<file path="config.mk">
export PLATFORM = sky130hd
export DESIGN_NAME = ring_buffer_frame_sync_flat
export DESIGN_NICKNAME = d
export VERILOG_FILES = /design/src/hw/rtl/rbfs_pkg.sv /design/src/hw/rtl/rbfs_if.sv /design/src/hw/rtl/rbfs_ram.sv /design/src/hw/rtl/ring_buffer_frame_sync.sv /design/src/flat_wrapper.sv
export SDC_FILE = /design/constraint.sdc
export NUM_CORES = 2
export LEC_CHECK = 0
export ABC_AREA = 1
export BUFFER_PORTS_ARGS = -buffer_cell sky130_fd_sc_hd__buf_4
export CAP_MARGIN = 20
export CORE_ASPECT_RATIO = 1.4
export CORE_MARGIN = 8
export CORE_UTILIZATION = 45
export DETAILED_ROUTE_END_ITERATION = 10
export GPL_TIMING_DRIVEN = 1
export PLACE_DENSITY = 0.65
export SLEW_MARGIN = 20
export SYNTH_ARGS = -nofsm -noshare
export SYNTH_HDL_FRONTEND = slang
export SYNTH_SLANG_ARGS = --single-unit
</file>
<file path="constraint.sdc">
create_clock -name clk -period 4 [get_ports clk]
set_clock_uncertainty 0.1 [all_clocks]
set_input_delay 0.8 -clock clk [delete_from_list [all_inputs] [get_ports clk]]
set_output_delay 0.8 -clock clk [all_outputs]
set_load 0.01 [all_outputs]
</file>
<file path="src/hw/rtl/rbfs_pkg.sv">
// Shared types, constants and helpers for the ring buffer frame finder.
`timescale 1ns / 1ps

package rbfs_pkg;

  localparam int BUF_DEPTH = 256;
  localparam int PTR_W     = 8;
  localparam int MARK_MAX  = 4;
  localparam int POP_MAX   = 16;
  localparam int CNT_W     = $clog2(POP_MAX + 1);
  localparam int MARK_CAP  = (MARK_MAX < 4) ? MARK_MAX : 4;

  typedef enum logic [1:0] {
    MODE_PUSH     = 2'd0,
    MODE_POP      = 2'd1,
    MODE_SEARCH   = 2'd2,
    MODE_SET_TAIL = 2'd3
  } mode_t;

  typedef enum logic [1:0] {
    CFG_HEADER_BYTES   = 2'd0,
    CFG_HEADER_LENGTH  = 2'd1,
    CFG_TRAILER_BYTES  = 2'd2,
    CFG_TRAILER_LENGTH = 2'd3
  } cfg_index_t;

  typedef enum logic [2:0] {
    S_IDLE,
    S_POP_WAIT,
    S_POP_EMIT,
    S_CHECK,
    S_READ_WAIT,
    S_COMPARE,
    S_DONE
  } state_t;

  // Pattern length clamped to 1..MARK_CAP.
  function automatic logic [2:0] eff_len(input logic [2:0] len);
    logic [2:0] r;
    r = len;
    if (r == 3'd0) r = 3'd1;
    if (r > 3'(MARK_CAP)) r = 3'(MARK_CAP);
    return r;
  endfunction

  // Byte k of a four byte pattern, first byte in bits 7..0.
  function automatic logic [7:0] pat_byte(input logic [31:0] pat, input logic [1:0] k);
    return pat[8*k +: 8];
  endfunction

endpackage

</file>
<file path="src/hw/rtl/rbfs_if.sv">
// Valid/ready channel interfaces: input items, results and register writes.
`timescale 1ns / 1ps

interface rbfs_in_if;
  logic       valid;
  logic       ready;
  logic [1:0] mode;
  logic [7:0] data_byte;
  logic [4:0] pop_limit;
  logic [7:0] new_tail;

  modport source (output valid, mode, data_byte, pop_limit, new_tail, input ready);
  modport sink   (input valid, mode, data_byte, pop_limit, new_tail, output ready);
endinterface

interface rbfs_out_if;
  logic       valid;
  logic       ready;
  logic [7:0] out_byte;
  logic       byte_valid;
  logic       found;
  logic [7:0] frame_start;
  logic [7:0] frame_stop;
  logic       last;

  modport source (output valid, out_byte, byte_valid, found, frame_start, frame_stop, last,
                  input ready);
  modport sink   (input valid, out_byte, byte_valid, found, frame_start, frame_stop, last,
                  output ready);
endinterface

interface rbfs_cfg_if;
  logic        valid;
  logic        ready;
  logic [1:0]  index;
  logic [31:0] data;

  modport source (output valid, index, data, input ready);
  modport sink   (input valid, index, data, output ready);
endinterface

</file>
<file path="src/hw/rtl/rbfs_ram.sv">
// Generic single write port RAM with registered read.
`timescale 1ns / 1ps

module rbfs_ram #(
  parameter int WIDTH = 8,
  parameter int DEPTH = 256
) (
  input  logic                     clk,
  input  logic                     we,
  input  logic [$clog2(DEPTH)-1:0] waddr,
  input  logic [WIDTH-1:0]         wdata,
  input  logic [$clog2(DEPTH)-1:0] raddr,
  output logic [WIDTH-1:0]         rdata
);

  logic [WIDTH-1:0] mem [DEPTH];

  always_ff @(posedge clk) begin
    if (we) begin
      mem[waddr] <= wdata;
    end
    rdata <= mem[raddr];
  end

endmodule

</file>
<file path="src/hw/rtl/ring_buffer_frame_sync.sv">
// Top level: byte ring buffer with header/trailer frame search.
`timescale 1ns / 1ps

// A 256-byte ring buffer with a frame finder. Each input word carries a mode:
// push stores data_byte at the head (no fullness check, the head wraps and a
// full wrap reads as empty); pop returns min(stored, pop_limit, 16) bytes
// from the tail, one result word each, last set on the final one, or a single
// word with byte_valid low when nothing can be taken; search reports the
// first header that has a trailer after it, both wholly inside the stored
// bytes, as found / frame_start / exclusive frame_stop in one result word;
// set tail moves the tail to new_tail. Push and set tail leave the sequencer
// idle and may follow each other back to back. A pop reads each byte it
// returns through the one RAM read port (registered read), and waits on any
// stall on the result channel. A search runs one byte comparator over the
// store: each candidate position gets a bound check and then one registered
// read and compare per pattern byte, so the worst case grows with stored
// bytes times pattern length; the result word is then handed over. Items
// are not accepted while a pop or search is running; register writes are
// always taken. Store bytes reset to zero through a per-entry written flag,
// so no clearing pass is needed after reset.
module ring_buffer_frame_sync
  import rbfs_pkg::*;
(
  input  logic       clk,
  input  logic       rst,
  rbfs_in_if.sink    items,
  rbfs_out_if.source results,
  rbfs_cfg_if.sink   cfg
);

  // Configuration registers
  logic [31:0] header_bytes;
  logic [2:0]  header_length;
  logic [31:0] trailer_bytes;
  logic [2:0]  trailer_length;

  // Buffer pointers and per-entry written flags
  logic [PTR_W-1:0]     wp;
  logic [PTR_W-1:0]     rp;
  logic [BUF_DEPTH-1:0] written;
  logic [PTR_W-1:0]     count;

  // Sequencer state
  state_t           state, state_next;
  logic [CNT_W-1:0] pop_cnt;
  logic [PTR_W-1:0] pos;        // window offset from tail
  logic [1:0]       k;          // byte within the pattern
  logic             phase_trl;  // 0: header scan, 1: trailer scan
  logic [PTR_W-1:0] hstart;
  logic             found_r;
  logic [PTR_W-1:0] fstart;
  logic [PTR_W-1:0] fstop;

  // RAM port
  logic             ram_we;
  logic [PTR_W-1:0] ram_raddr;
  logic [7:0]       ram_rdata;
  logic             rd_written;
  logic [7:0]       rd_byte;

  // Output register
  logic       out_valid;
  logic [7:0] out_byte;
  logic       out_bvalid;
  logic       out_found;
  logic [7:0] out_start;
  logic [7:0] out_stop;
  logic       out_last;

  logic       in_fire;
  logic       out_free;
  logic       out_load;
  mode_t      in_mode;
  logic [2:0] lh, lt, cur_len;
  logic [7:0] cur_pat_byte;
  logic       byte_eq;
  logic       last_byte;
  logic       in_bounds;
  logic [PTR_W-1:0] take_cnt;
  logic [CNT_W-1:0] take;

  assign count    = wp - rp;
  assign in_mode  = mode_t'(items.mode);
  assign in_fire  = items.valid && items.ready;
  assign out_free = !out_valid || results.ready;

  assign lh      = eff_len(header_length);
  assign lt      = eff_len(trailer_length);
  assign cur_len = phase_trl ? lt : lh;
  assign cur_pat_byte = phase_trl ? pat_byte(trailer_bytes, k) : pat_byte(header_bytes, k);

  // Never-written entries read as zero
  assign rd_byte   = rd_written ? ram_rdata : 8'd0;
  assign byte_eq   = (rd_byte == cur_pat_byte);
  assign last_byte = (k == 2'(cur_len - 3'd1));
  assign in_bounds = ({1'b0, pos} + {6'b0, cur_len}) <= {1'b0, count};

  // take = min(count, pop_limit, POP_MAX)
  always_comb begin
    take_cnt = (count < {3'b0, items.pop_limit}) ? count : {3'b0, items.pop_limit};
    if (take_cnt > PTR_W'(POP_MAX)) begin
      take_cnt = PTR_W'(POP_MAX);
    end
    take = CNT_W'(take_cnt);
  end

  rbfs_ram #(
    .WIDTH (8),
    .DEPTH (BUF_DEPTH)
  ) u_store (
    .clk   (clk),
    .we    (ram_we),
    .waddr (wp),
    .wdata (items.data_byte),
    .raddr (ram_raddr),
    .rdata (ram_rdata)
  );

  // Next state
  always_comb begin
    state_next = state;
    unique case (state)
      S_IDLE: begin
        if (in_fire) begin
          unique case (in_mode)
            MODE_POP:    state_next = (take == '0) ? S_DONE : S_POP_WAIT;
            MODE_SEARCH: state_next = S_CHECK;
            default:     state_next = S_IDLE;
          endcase
        end
      end
      S_POP_WAIT: state_next = S_POP_EMIT;
      S_POP_EMIT: begin
        if (out_free) begin
          state_next = (pop_cnt == CNT_W'(1)) ? S_IDLE : S_POP_WAIT;
        end
      end
      S_CHECK:     state_next = in_bounds ? S_READ_WAIT : S_DONE;
      S_READ_WAIT: state_next = S_COMPARE;
      S_COMPARE: begin
        if (!byte_eq) begin
          state_next = S_CHECK;
        end else if (last_byte) begin
          state_next = phase_trl ? S_DONE : S_CHECK;
        end else begin
          state_next = S_READ_WAIT;
        end
      end
      S_DONE:  state_next = out_free ? S_IDLE : S_DONE;
      default: state_next = S_IDLE;
    endcase
  end

  // Control outputs
  always_comb begin
    items.ready = (state == S_IDLE);
    cfg.ready   = 1'b1;
    ram_we      = in_fire && (in_mode == MODE_PUSH);
    out_load    = ((state == S_POP_EMIT) || (state == S_DONE)) && out_free;
    unique case (state)
      S_CHECK, S_READ_WAIT, S_COMPARE: ram_raddr = rp + pos + {6'b0, k};
      default:                         ram_raddr = rp;
    endcase
  end

  // Control registers
  always_ff @(posedge clk) begin
    if (rst) begin
      state          <= S_IDLE;
      wp             <= '0;
      rp             <= '0;
      written        <= '0;
      out_valid      <= 1'b0;
      header_bytes   <= '0;
      header_length  <= 3'd1;
      trailer_bytes  <= '0;
      trailer_length <= 3'd1;
    end else begin
      state <= state_next;

      if (cfg.valid && cfg.ready) begin
        unique case (cfg_index_t'(cfg.index))
          CFG_HEADER_BYTES:   header_bytes   <= cfg.data;
          CFG_HEADER_LENGTH:  header_length  <= cfg.data[2:0];
          CFG_TRAILER_BYTES:  trailer_bytes  <= cfg.data;
          CFG_TRAILER_LENGTH: trailer_length <= cfg.data[2:0];
          default: ;
        endcase
      end

      if (in_fire && (in_mode == MODE_PUSH)) begin
        written[wp] <= 1'b1;
        wp          <= wp + 1'b1;
      end
      if (in_fire && (in_mode == MODE_SET_TAIL)) begin
        rp <= items.new_tail;
      end
      if ((state == S_POP_EMIT) && out_free) begin
        rp <= rp + 1'b1;
      end

      if (out_load) begin
        out_valid <= 1'b1;
      end else if (results.ready) begin
        out_valid <= 1'b0;
      end
    end
  end

  // Datapath registers
  always_ff @(posedge clk) begin
    rd_written <= written[ram_raddr];

    if (in_fire && (in_mode == MODE_POP)) begin
      pop_cnt <= take;
      found_r <= 1'b0;
    end
    if ((state == S_POP_EMIT) && out_free) begin
      pop_cnt <= pop_cnt - 1'b1;
    end

    if (in_fire && (in_mode == MODE_SEARCH)) begin
      pos       <= '0;
      k         <= '0;
      phase_trl <= 1'b0;
      found_r   <= 1'b0;
    end

    if (state == S_COMPARE) begin
      if (!byte_eq) begin
        // slide the window one byte
        k   <= '0;
        pos <= pos + 1'b1;
      end else if (last_byte) begin
        k <= '0;
        if (phase_trl) begin
          found_r <= 1'b1;
          fstart  <= rp + hstart;
          fstop   <= rp + pos + {5'b0, lt};
        end else begin
          // header matched: trailer may start right after it
          hstart    <= pos;
          pos       <= pos + {5'b0, lh};
          phase_trl <= 1'b1;
        end
      end else begin
        k <= k + 1'b1;
      end
    end

    if (out_load) begin
      if (state == S_POP_EMIT) begin
        out_byte   <= rd_byte;
        out_bvalid <= 1'b1;
        out_found  <= 1'b0;
        out_start  <= '0;
        out_stop   <= '0;
        out_last   <= (pop_cnt == CNT_W'(1));
      end else begin
        out_byte   <= '0;
        out_bvalid <= 1'b0;
        out_found  <= found_r;
        out_start  <= found_r ? fstart : 8'd0;
        out_stop   <= found_r ? fstop : 8'd0;
        out_last   <= 1'b1;
      end
    end
  end

  assign results.valid       = out_valid;
  assign results.out_byte    = out_byte;
  assign results.byte_valid  = out_bvalid;
  assign results.found       = out_found;
  assign results.frame_start = out_start;
  assign results.frame_stop  = out_stop;
  assign results.last        = out_last;

`ifndef SYNTHESIS
  // Pattern byte index stays inside the active pattern length.
  a_k_in_len: assert property (@(posedge clk) disable iff (rst)
    (state == S_COMPARE) |-> ({1'b0, k} < cur_len))
    else $error("pattern byte index beyond pattern length");

  // A pop never emits with its byte count exhausted.
  a_pop_cnt: assert property (@(posedge clk) disable iff (rst)
    (state == S_POP_EMIT) |-> (pop_cnt != '0))
    else $error("pop emit with zero remaining count");

  // A popped byte word never claims a frame.
  a_pop_no_found: assert property (@(posedge clk) disable iff (rst)
    (results.valid && results.byte_valid) |-> !results.found)
    else $error("popped byte marked as found frame");

  // Items are only taken with no pop or search in flight.
  a_busy_block: assert property (@(posedge clk) disable iff (rst)
    (state != S_IDLE) |-> !items.ready)
    else $error("item accepted while sequencer busy");
`endif

endmodule
</file>
<file path="src/flat_wrapper.sv">
// flat-port wrapper written by rule: the top's interface ports become plain ports
module ring_buffer_frame_sync_flat import rbfs_pkg::*;
  (clk, rst, items_valid, items_mode, items_data_byte, items_pop_limit, items_new_tail, items_ready, results_valid, results_out_byte, results_byte_valid, results_found, results_frame_start, results_frame_stop, results_last, results_ready, cfg_valid, cfg_index, cfg_data, cfg_ready);
  rbfs_in_if items_i ();
  rbfs_out_if results_i ();
  rbfs_cfg_if cfg_i ();
  input  logic clk;
  input  logic rst;
  input wire logic [$bits(items_i.valid)-1:0] items_valid;
  input wire logic [$bits(items_i.mode)-1:0] items_mode;
  input wire logic [$bits(items_i.data_byte)-1:0] items_data_byte;
  input wire logic [$bits(items_i.pop_limit)-1:0] items_pop_limit;
  input wire logic [$bits(items_i.new_tail)-1:0] items_new_tail;
  output wire logic [$bits(items_i.ready)-1:0] items_ready;
  output wire logic [$bits(results_i.valid)-1:0] results_valid;
  output wire logic [$bits(results_i.out_byte)-1:0] results_out_byte;
  output wire logic [$bits(results_i.byte_valid)-1:0] results_byte_valid;
  output wire logic [$bits(results_i.found)-1:0] results_found;
  output wire logic [$bits(results_i.frame_start)-1:0] results_frame_start;
  output wire logic [$bits(results_i.frame_stop)-1:0] results_frame_stop;
  output wire logic [$bits(results_i.last)-1:0] results_last;
  input wire logic [$bits(results_i.ready)-1:0] results_ready;
  input wire logic [$bits(cfg_i.valid)-1:0] cfg_valid;
  input wire logic [$bits(cfg_i.index)-1:0] cfg_index;
  input wire logic [$bits(cfg_i.data)-1:0] cfg_data;
  output wire logic [$bits(cfg_i.ready)-1:0] cfg_ready;
  assign items_i.valid = items_valid;
  assign items_i.mode = items_mode;
  assign items_i.data_byte = items_data_byte;
  assign items_i.pop_limit = items_pop_limit;
  assign items_i.new_tail = items_new_tail;
  assign items_ready = items_i.ready;
  assign results_valid = results_i.valid;
  assign results_out_byte = results_i.out_byte;
  assign results_byte_valid = results_i.byte_valid;
  assign results_found = results_i.found;
  assign results_frame_start = results_i.frame_start;
  assign results_frame_stop = results_i.frame_stop;
  assign results_last = results_i.last;
  assign results_i.ready = results_ready;
  assign cfg_i.valid = cfg_valid;
  assign cfg_i.index = cfg_index;
  assign cfg_i.data = cfg_data;
  assign cfg_ready = cfg_i.ready;
  ring_buffer_frame_sync u_core (.clk(clk), .rst(rst), .items(items_i), .results(results_i), .cfg(cfg_i));
endmodule
</file>
== After elaboration in Yosys (flattened, before gate mapping) ==
Memory sizes are Yosys's and may differ from the RTL's. A register that Yosys moved wholly into a read port is not among the register bits.
Index checks and enable logic that the tools add are counted.
Cells by class
  equality and inequality tests: 17
  divide/modulo/power cells: 0
  muxes and demuxes: 54
  shift operators: 2
  $lt $le $gt $ge: 8
  reductions and logical operators: 30
  bitwise logic cells: 3
  multipliers: 0
  $add $sub $neg: 13
Operator list (number)
  256-bit bitwise OR: 1
  8-bit two-way mux: 11
  32-bit by 6-bit variable part select with 8-bit output: 2
  3-bit two-way mux: 12
  8-bit by 1-bit adder with 8-bit output (second input constant): 3
  3-bit one-hot mux with 7 select lines: 1
  1-bit two-way mux: 19
  8-bit by 9-bit < comparator with 1-bit output (second input constant): 2
  8-bit by 3-bit adder with 8-bit output: 2
  8-bit adder: 2
  5-bit two-way mux: 3
  2-bit two-way mux: 5
  2-bit AND reduction: 5
  8-bit by 3-bit adder with 9-bit output: 1
  3-bit == test (second input constant): 3
  9-bit by 8-bit <= comparator with 1-bit output: 1
  3-bit logical NOT: 3
  8-bit by 2-bit adder with 8-bit output: 1
  1-bit binary-select mux with 8-bit select: 1
  1-bit demux with 8-bit select: 1
  2-bit == test (second input constant): 4
  8-bit == test: 1
  8-bit by 1-bit >= comparator with 1-bit output (second input constant): 1
  8-bit by 5-bit > comparator with 1-bit output (second input constant): 1
  other kinds (24): 41
Word-level totals
  word-level logic and storage cells: 152
  flip-flop bits (word level): 415
  latch bits: 0
  RAM bits: 2048
  memories kept: 1
  output and inout port bits: 30
  bits in read-only memories: 0
Memories
  u_core.u_store.mem: depth 256, width 8, rd ports 1, clocked after memory_dff 1, wr ports 1, RTL line rbfs_ram.sv:16  | logic [WIDTH-1:0] mem [DEPTH];

== Depth between registers and ports, before layout ==
  depth after elaboration: 10
  depth in mapped cells: 29
  gate-level depth less buffers: 29

== Modules after synthesis ==
Synthesis repeated with hierarchy kept, for this count alone.
Second synthesis, totals
  cells, all modules: 9915
  area total of the unflattened synthesis: 104129.9 um2
By module, submodules not included
  rbfs_ram: area an instance 83396.2 um2, cells each 7003, sequential area each 61659.1 um2, instances 1
  ring_buffer_frame_sync: area an instance 20733.6 um2, cells each 2912, sequential area each 8888.5 um2, instances 1

== Worst setup path after synthesis ==
OpenSTA, ideal clock, no wires.
  path type: register to register
  from: reg u_core.k[0]
  to: reg u_core.fstart[0] (enable)
  period minus slack after synthesis: 3484 ps
  data arrival time: 2972 ps
  path slack: 516 ps
  stages on the path, launching flop included: 16
  setup time: 412 ps
  cell sequence: edfxtp_1 -> buf_2 -> inv_1 -> clkbuf_1 -> nor2_1 -> o21ai_0 -> nand3_1 -> nand2_1 -> nand2_1 -> nand2_1 -> nand2_1 -> nor2_1 -> nand2_1 -> inv_1 -> nand2_1 -> nor3_1
On the way
  longest elaborated chain between the ends: 4
  elaborated cells between the ends (all ways): 6
  classes of those cells: 2 x eq/ne; 2 x shift; 1 x mux; 1 x reduce/logical
RTL lines
  from (decl): RTL line ring_buffer_frame_sync.sv:47  | logic [1:0] k;
  from (signal assigned): RTL line ring_buffer_frame_sync.sv:247  | k <= k + 1'b1;
  32-bit by 6-bit variable part select with 8-bit output: RTL line rbfs_pkg.sv:48  | return pat[8*k +: 8];
  8-bit two-way mux: RTL line ring_buffer_frame_sync.sv:90  | assign cur_pat_byte = phase_trl ? pat_byte(trailer_bytes, k) : pat_byte(header_bytes, k);
  8-bit == test: RTL line ring_buffer_frame_sync.sv:94  | assign byte_eq = (rd_byte == cur_pat_byte);
  4-bit AND reduction (no source line) (*)
  to (signal assigned): RTL line ring_buffer_frame_sync.sv:238  | fstart <= rp + hstart;
  to (decl): RTL line ring_buffer_frame_sync.sv:51  | logic [PTR_W-1:0] fstart;
Mark *: on every way between the ends. The rest lies on a longest branch, timed or not.
A chain may end at the register's enable or synchronous reset.

== Final worst setup path ==
  from: reg u_core.pos[0]
  to: reg u_core.u_store.rdata[3] (read register of u_core.u_store.mem)
On the way
  longest elaborated chain between the ends: 3
RTL lines
  from (decl): RTL line ring_buffer_frame_sync.sv:46  | logic [PTR_W-1:0] pos;
  from (signal assigned): RTL line ring_buffer_frame_sync.sv:233  | pos <= pos + 1'b1;
  from (signal assigned): RTL line ring_buffer_frame_sync.sv:243  | pos <= pos + {5'b0, lh};
  8-bit adder: RTL line ring_buffer_frame_sync.sv:161  | S_CHECK, S_READ_WAIT, S_COMPARE: ram_raddr = rp + pos + {6'b0, k};
  8-bit by 2-bit adder with 8-bit output: RTL line ring_buffer_frame_sync.sv:161
  8-bit two-way mux: RTL line ring_buffer_frame_sync.sv:160  | unique case (state)
  to (decl): RTL line rbfs_ram.sv:13  | output logic [WIDTH-1:0] rdata
No other way between the ends.

==> report_table.html <==
<table>
<tr><th>Metric</th><th>Value</th></tr>
<tr><th colspan="2">Routing</th></tr>
<tr><td>WL per Instance</td><td>21.8 µm</td></tr>
<tr><td>First DRT Iteration DRCs</td><td>approximately 8400</td></tr>
<tr><td>Number of nets with antenna violations after detailed routing</td><td>0</td></tr>
<tr><td>Via count of the routed design</td><td>76700</td></tr>
<tr><td>Remaining routing DRC violations</td><td>0</td></tr>
<tr><td>Final WL</td><td>309 mm</td></tr>
<tr><td>Iteration count of the initial detailed-routing pass</td><td>7</td></tr>
<tr><td>Post-detailed-route via-to-cell ratio</td><td>between 5 and 6</td></tr>
<tr><th colspan="2">Power and ir drop</th></tr>
<tr><td>Overall power after layout</td><td>57.6 mW</td></tr>
<tr><td>Leakage power</td><td>slightly below 50 nW</td></tr>
<tr><td>Maximum vdd ir drop</td><td>382 µV</td></tr>
<tr><td>Power Dens Cells</td><td>474 mW/mm²</td></tr>
<tr><th colspan="2">Clocking</th></tr>
<tr><td>CTS H-Tree Depth</td><td>4</td></tr>
<tr><td>Clock insertion delay at the later pin of the skew report</td><td>0.88 ns</td></tr>
<tr><td>Worst-path clk slew</td><td>~0.070 ns</td></tr>
<tr><td>Largest buffer count on any clock path</td><td>4</td></tr>
<tr><td>CTS sink cnt</td><td>2471</td></tr>
<tr><td>Clock tree from TritonCTS</td><td>built</td></tr>
<tr><td>Root Buffer</td><td>sky130_fd_sc_hd__clkbuf_16</td></tr>
<tr><td>Number of buffers added by the clock tree synthesis step</td><td>228</td></tr>
<tr><th colspan="2">Floorplanning</th></tr>
<tr><td>Placement row count</td><td>210</td></tr>
<tr><td>Initial cell density of the core</td><td>0.452</td></tr>
<tr><td>Die span in y</td><td>589 µm</td></tr>
<tr><td>Number of top-level pins</td><td>92</td></tr>
<tr><td>Die Footprint</td><td>about 0.25 mm²</td></tr>
<tr><td>Die extent in x</td><td>~430 µm</td></tr>
<tr><td>Core area</td><td>0.234 mm²</td></tr>
<tr><th colspan="2">Final layout</th></tr>
<tr><td>Post-layout instance area</td><td>0.122 mm²</td></tr>
<tr><td>Filler Cell Count</td><td>20300</td></tr>
<tr><td>Growth of design area from synthesis to finish</td><td>15.0%</td></tr>
<tr><td>Most frequent cells in the layout</td><td>3798 x sky130_fd_sc_hd__nand2_1, 2106 x sky130_fd_sc_hd__edfxtp_1, 1269 x sky130_fd_sc_hd__nand3_1</td></tr>
<tr><td>Net count, final</td><td>between 10000 and 15000</td></tr>
<tr><td>Proportion of layout cells with a drive suffix above 1</td><td>0.102</td></tr>
<tr><td>Non-filler cells in the finished layout</td><td>~14000</td></tr>
<tr><td>Most common cell after layout, fill and taps aside</td><td>sky130_fd_sc_hd__nand2_1</td></tr>
<tr><th colspan="2">Worst setup path</th></tr>
<tr><td>Nature of the critical path endpoint</td><td>flop</td></tr>
<tr><td>Critical Path Start Type</td><td>flop</td></tr>
<tr><td>Minimum setup slack among reg-to-reg paths</td><td>0.10 ns</td></tr>
<tr><td>CP max-delay cell</td><td>sky130_fd_sc_hd__fa_1</td></tr>
<tr><td>Critical path's most frequent cell</td><td>sky130_fd_sc_hd__nand3_1</td></tr>
<tr><td>WP data arrival</td><td>approximately 4.6 ns</td></tr>
<tr><td>Critical path required time</td><td>4.72 ns</td></tr>
<tr><td>Family with the most delay on the worst path</td><td>adder cells</td></tr>
<tr><td>Maximum fanout along the worst path</td><td>19</td></tr>
<tr><td>Crit-path max cell delay</td><td>0.51 ns</td></tr>
<tr><td>Cell-by-cell trace of the critical path</td><td>ha_1 -&gt; fa_1 -&gt; inv_1 -&gt; fa_1 -&gt; nand2_1 -&gt; o21ai_4 -&gt; buf_12 -&gt; buf_12 -&gt; buf_12 -&gt; buf_4 -&gt; nand3_1 -&gt; nand3_1 -&gt; nand3_1 -&gt; nand3_1 -&gt; nand3_1 -&gt; nand3_2 -&gt; nand3_1 -&gt; nand2_1</td></tr>
<tr><td>Length in cells of the worst reg-to-reg path</td><td>18</td></tr>
<tr><td>Type of the worst setup path</td><td>flop to flop</td></tr>
<tr><td>Reg2reg end</td><td>u_core.u_store.rdata[3]</td></tr>
<tr><td>Total buffers and inverters traversed by the critical path</td><td>5</td></tr>
<tr><td>Reg2reg start</td><td>u_core.pos[0]</td></tr>
<tr><th colspan="2">Hold path</th></tr>
<tr><td>Cell depth of the worst hold path</td><td>3</td></tr>
<tr><td>Hold Crit Class</td><td>input pin to flop</td></tr>
<tr><td>Endpoint with the worst hold slack</td><td>u_core.header_bytes[24]</td></tr>
<tr><td>Hold Path Origin</td><td>cfg_data[24]</td></tr>
<tr><th colspan="2">Timing</th></tr>
<tr><td>Worst slew slack as a fraction of its limit</td><td>0.233</td></tr>
<tr><td>Hold violation total from the final report</td><td>0</td></tr>
<tr><td>RSZ-0062 raised after global routing</td><td>yes</td></tr>
<tr><td>Worst slew pin tran</td><td>1.15 ns</td></tr>
<tr><td>Final count of pins violating max slew</td><td>0</td></tr>
<tr><td>Final setup vio count</td><td>0</td></tr>
<tr><td>Worst setup margin</td><td>0.103 ns</td></tr>
<tr><td>Share of the clock period used by the worst path after layout</td><td>0.974</td></tr>
<tr><td>Fin crit period</td><td>3.90 ns</td></tr>
<tr><td>Highest achievable clock rate</td><td>roughly 260 MHz</td></tr>
<tr><th colspan="2">Placed design</th></tr>
<tr><td>Placed Instances</td><td>13700</td></tr>
<tr><td>Detailed placement HPWL</td><td>192 mm</td></tr>
<tr><td>Count of input and output buffers</td><td>90</td></tr>
<tr><td>Placed instance area</td><td>about 0.11 mm²</td></tr>
<tr><td>Final weighted congestion in routability-driven placement</td><td>0.925</td></tr>
<tr><td>Pre-CTS setup slack</td><td>0.0560 ns</td></tr>
<tr><th colspan="2">Logic synthesis</th></tr>
<tr><td>Count of mapped cells out of synthesis</td><td>~11000</td></tr>
<tr><td>Syn Nets</td><td>10700</td></tr>
<tr><td>Flip-flop cell with the highest count after synthesis</td><td>sky130_fd_sc_hd__edfxtp_1</td></tr>
<tr><td>Number of flip-flops and latches in the synthesized netlist</td><td>approximately 2500</td></tr>
<tr><td>Average footprint of a synthesized cell</td><td>9.98 µm²</td></tr>
<tr><td>Most area-consuming cells after synthesis</td><td>sky130_fd_sc_hd__edfxtp_1 60%, sky130_fd_sc_hd__nand2_1 13%, sky130_fd_sc_hd__dfxtp_1 6.9%</td></tr>
<tr><td>Cell area after technology mapping</td><td>about 0.11 mm²</td></tr>
<tr><td>Post-synthesis sequential area ratio</td><td>0.668</td></tr>
<tr><td>Count of flip-flops with a built-in enable after synthesis</td><td>2106</td></tr>
<tr><td>Share of synthesized registers carrying an async set or reset</td><td>0</td></tr>
<tr><td>Area share of the largest cell type after synthesis</td><td>0.598</td></tr>
<tr><td>Biggest area consumer among synthesized cells</td><td>sky130_fd_sc_hd__edfxtp_1</td></tr>
<tr><td>Distinct cell type count after synthesis</td><td>a little under 50</td></tr>
<tr><td>Number of warnings reported in the yosys synthesis log</td><td>0</td></tr>
<tr><th colspan="2">Global route</th></tr>
<tr><td>Antenna violations before repair</td><td>9</td></tr>
<tr><td>Total overflow reported by the global router</td><td>0</td></tr>
<tr><td>Vias in the first global route</td><td>73800</td></tr>
<tr><td>GR met2 Demand/Resource</td><td>0.402</td></tr>
<tr><td>Maximum number of pins on one net before global-route repair</td><td>~130</td></tr>
<tr><td>Global-route wire length before repair</td><td>456 mm</td></tr>
<tr><td>GR Layer Usage met1</td><td>0.294</td></tr>
<tr><td>Global routing usage summed across all routing layers</td><td>0.236</td></tr>
<tr><td>Grt met3 use</td><td>0.0329</td></tr>
<tr><td>Global routing's busiest layer</td><td>met2</td></tr>
<tr><th colspan="2">Status</th></tr>
<tr><td>Outcome</td><td>finished clean</td></tr>
<tr><th colspan="2">Job</th></tr>
<tr><td>Number of maximum-capacitance violations</td><td>0</td></tr>
</table>
==> synth_stat cells (all sizes together) (3+ instances only) <==
master  number
o22ai        3
ha          55
xnor2       13
or2          4
nor3        17
xor2        24
clkbuf     222
fa           7
o21bai       5
a21oi       63
a21o         3
edfxtp    2106
dfxtp      365
inv        750
o211ai     255
a31oi        5
a221oi       3
o21ai      234
nand3     1315
buf        382
nand2     3803
nand3b       7
clkinv       4
nor2       923
nand4        4
==> metrics by stage <==
stage                     hold WS [ns]  utilization  setup TNS [ns]
after floorplan                  0.324            -               0
after global placement           0.339        0.485          -0.287
after detailed placement         0.347        0.485               0
after CTS                      0.00230        0.518               0
after global routing            0.0437        0.520          -0.149
final                           0.0571        0.520               0
==> where the power goes <==
part           internal, mW  leakage (nW)  switching [mW]
combinational          2.16          22.9            5.13
clock                  12.6          3.69            9.61
sequential             28.0          21.9          0.0632
total                  42.8          48.4            14.8
==> how the worst max path moves through the flow <==
stage	cells past startpoint	endpoint	slack (ns)	from
2_1_floorplan	15	u_core.fstart[0]	0.52	u_core.k[0]
3_3_place_gp	27	u_core.state[1]	-0.29	u_core.header_length[2]
5_1_grt	18	u_core.u_store.rdata[1]	-0.03	u_core.pos[0]
6_report	18	u_core.u_store.rdata[3]	0.10	u_core.pos[0]
4_1_cts	16	u_core.u_store.rdata[5]	0.03	u_core.pos[0]
3_5_place_dp	27	u_core.state[1]	0.06	u_core.header_length[2]
==> layer usage <==
| metal | vias up | part of all wire |
|---|---|---|
| met5 | - | 0 |
| met4 | 0 | 0.061 |
| met3 | 800 | 0.078 |
| met2 | 3349 | 0.48 |
| met1 | 36700 | 0.38 |
| li1 | 35800 | - |
==> cells by family (layout without fill, tap and decap cells) <==
kind of cell	Yosys count	after routing	share of synthesized area
and+or+nand+nor	6076	6076	0.232
xor gates and xnor gates	37	37	0.00307
buffers and inverters	1358	1887	0.0544
DFF	2471	2471	0.668
AOI/OAI and AO/OA	584	584	0.0347
adders and majority gates	62	62	0.00784
other	1	2	0.0000355
==> registers in the layout (all words and copies together), names as in the netlist, 2 cells and up <==
register and cells:
u_core.pos 8, u_core.fstart 8, u_core.u_store.rdata 8, u_core.header_length 3
u_core.results.frame_start 8, u_core.state 3, u_core.results.out_byte 8, u_core.u_store.mem 2048
u_core.rp 8, u_core.trailer_bytes 32, u_core.wp 8, u_core.results.frame_stop 8
u_core.written 256, u_core.fstop 8, u_core.k 2, u_core.header_bytes 32
u_core.pop_cnt 5, u_core.hstart 8, u_core.trailer_length 3
==> worst min-delay path, cell delays in order <==
cell,delay (ns)
sky130_fd_sc_hd__buf_4,0.08
sky130_fd_sc_hd__nor2_1,0.04
sky130_fd_sc_hd__nor2_1,0.09
==> area by class of cell <==
| type | count | area [µm²] | area share |
|---|---|---|---|
| well taps | 3074 | 3850 | 0.0316 |
| repair inverters | 2 | 36.3 | 0.000299 |
| repair buffers | 712 | 6970 | 0.0573 |
| clock inverters | 109 | 1180 | 0.00973 |
| inverters | 754 | 2870 | 0.0236 |
| flip-flops and latches | 2471 | 70500 | 0.580 |
| multi-input cells | 6760 | 29700 | 0.245 |
| clock buffers | 310 | 6350 | 0.0522 |
| diodes | 1 | 2.50 | 0.0000206 |
==> repair_timing <==
action / 4_1_cts / 5_1_grt
setup endpoints to repair: 1 / 18
gates cloned: 0 / 3
hold buffers: 13 / 0
pin swaps: 0 / 6
gates resized for setup: 1 / 84
setup buffers: 0 / 11
endpoints found under the hold margin: 17 / 0
Power figures use the tool's default switching activity.
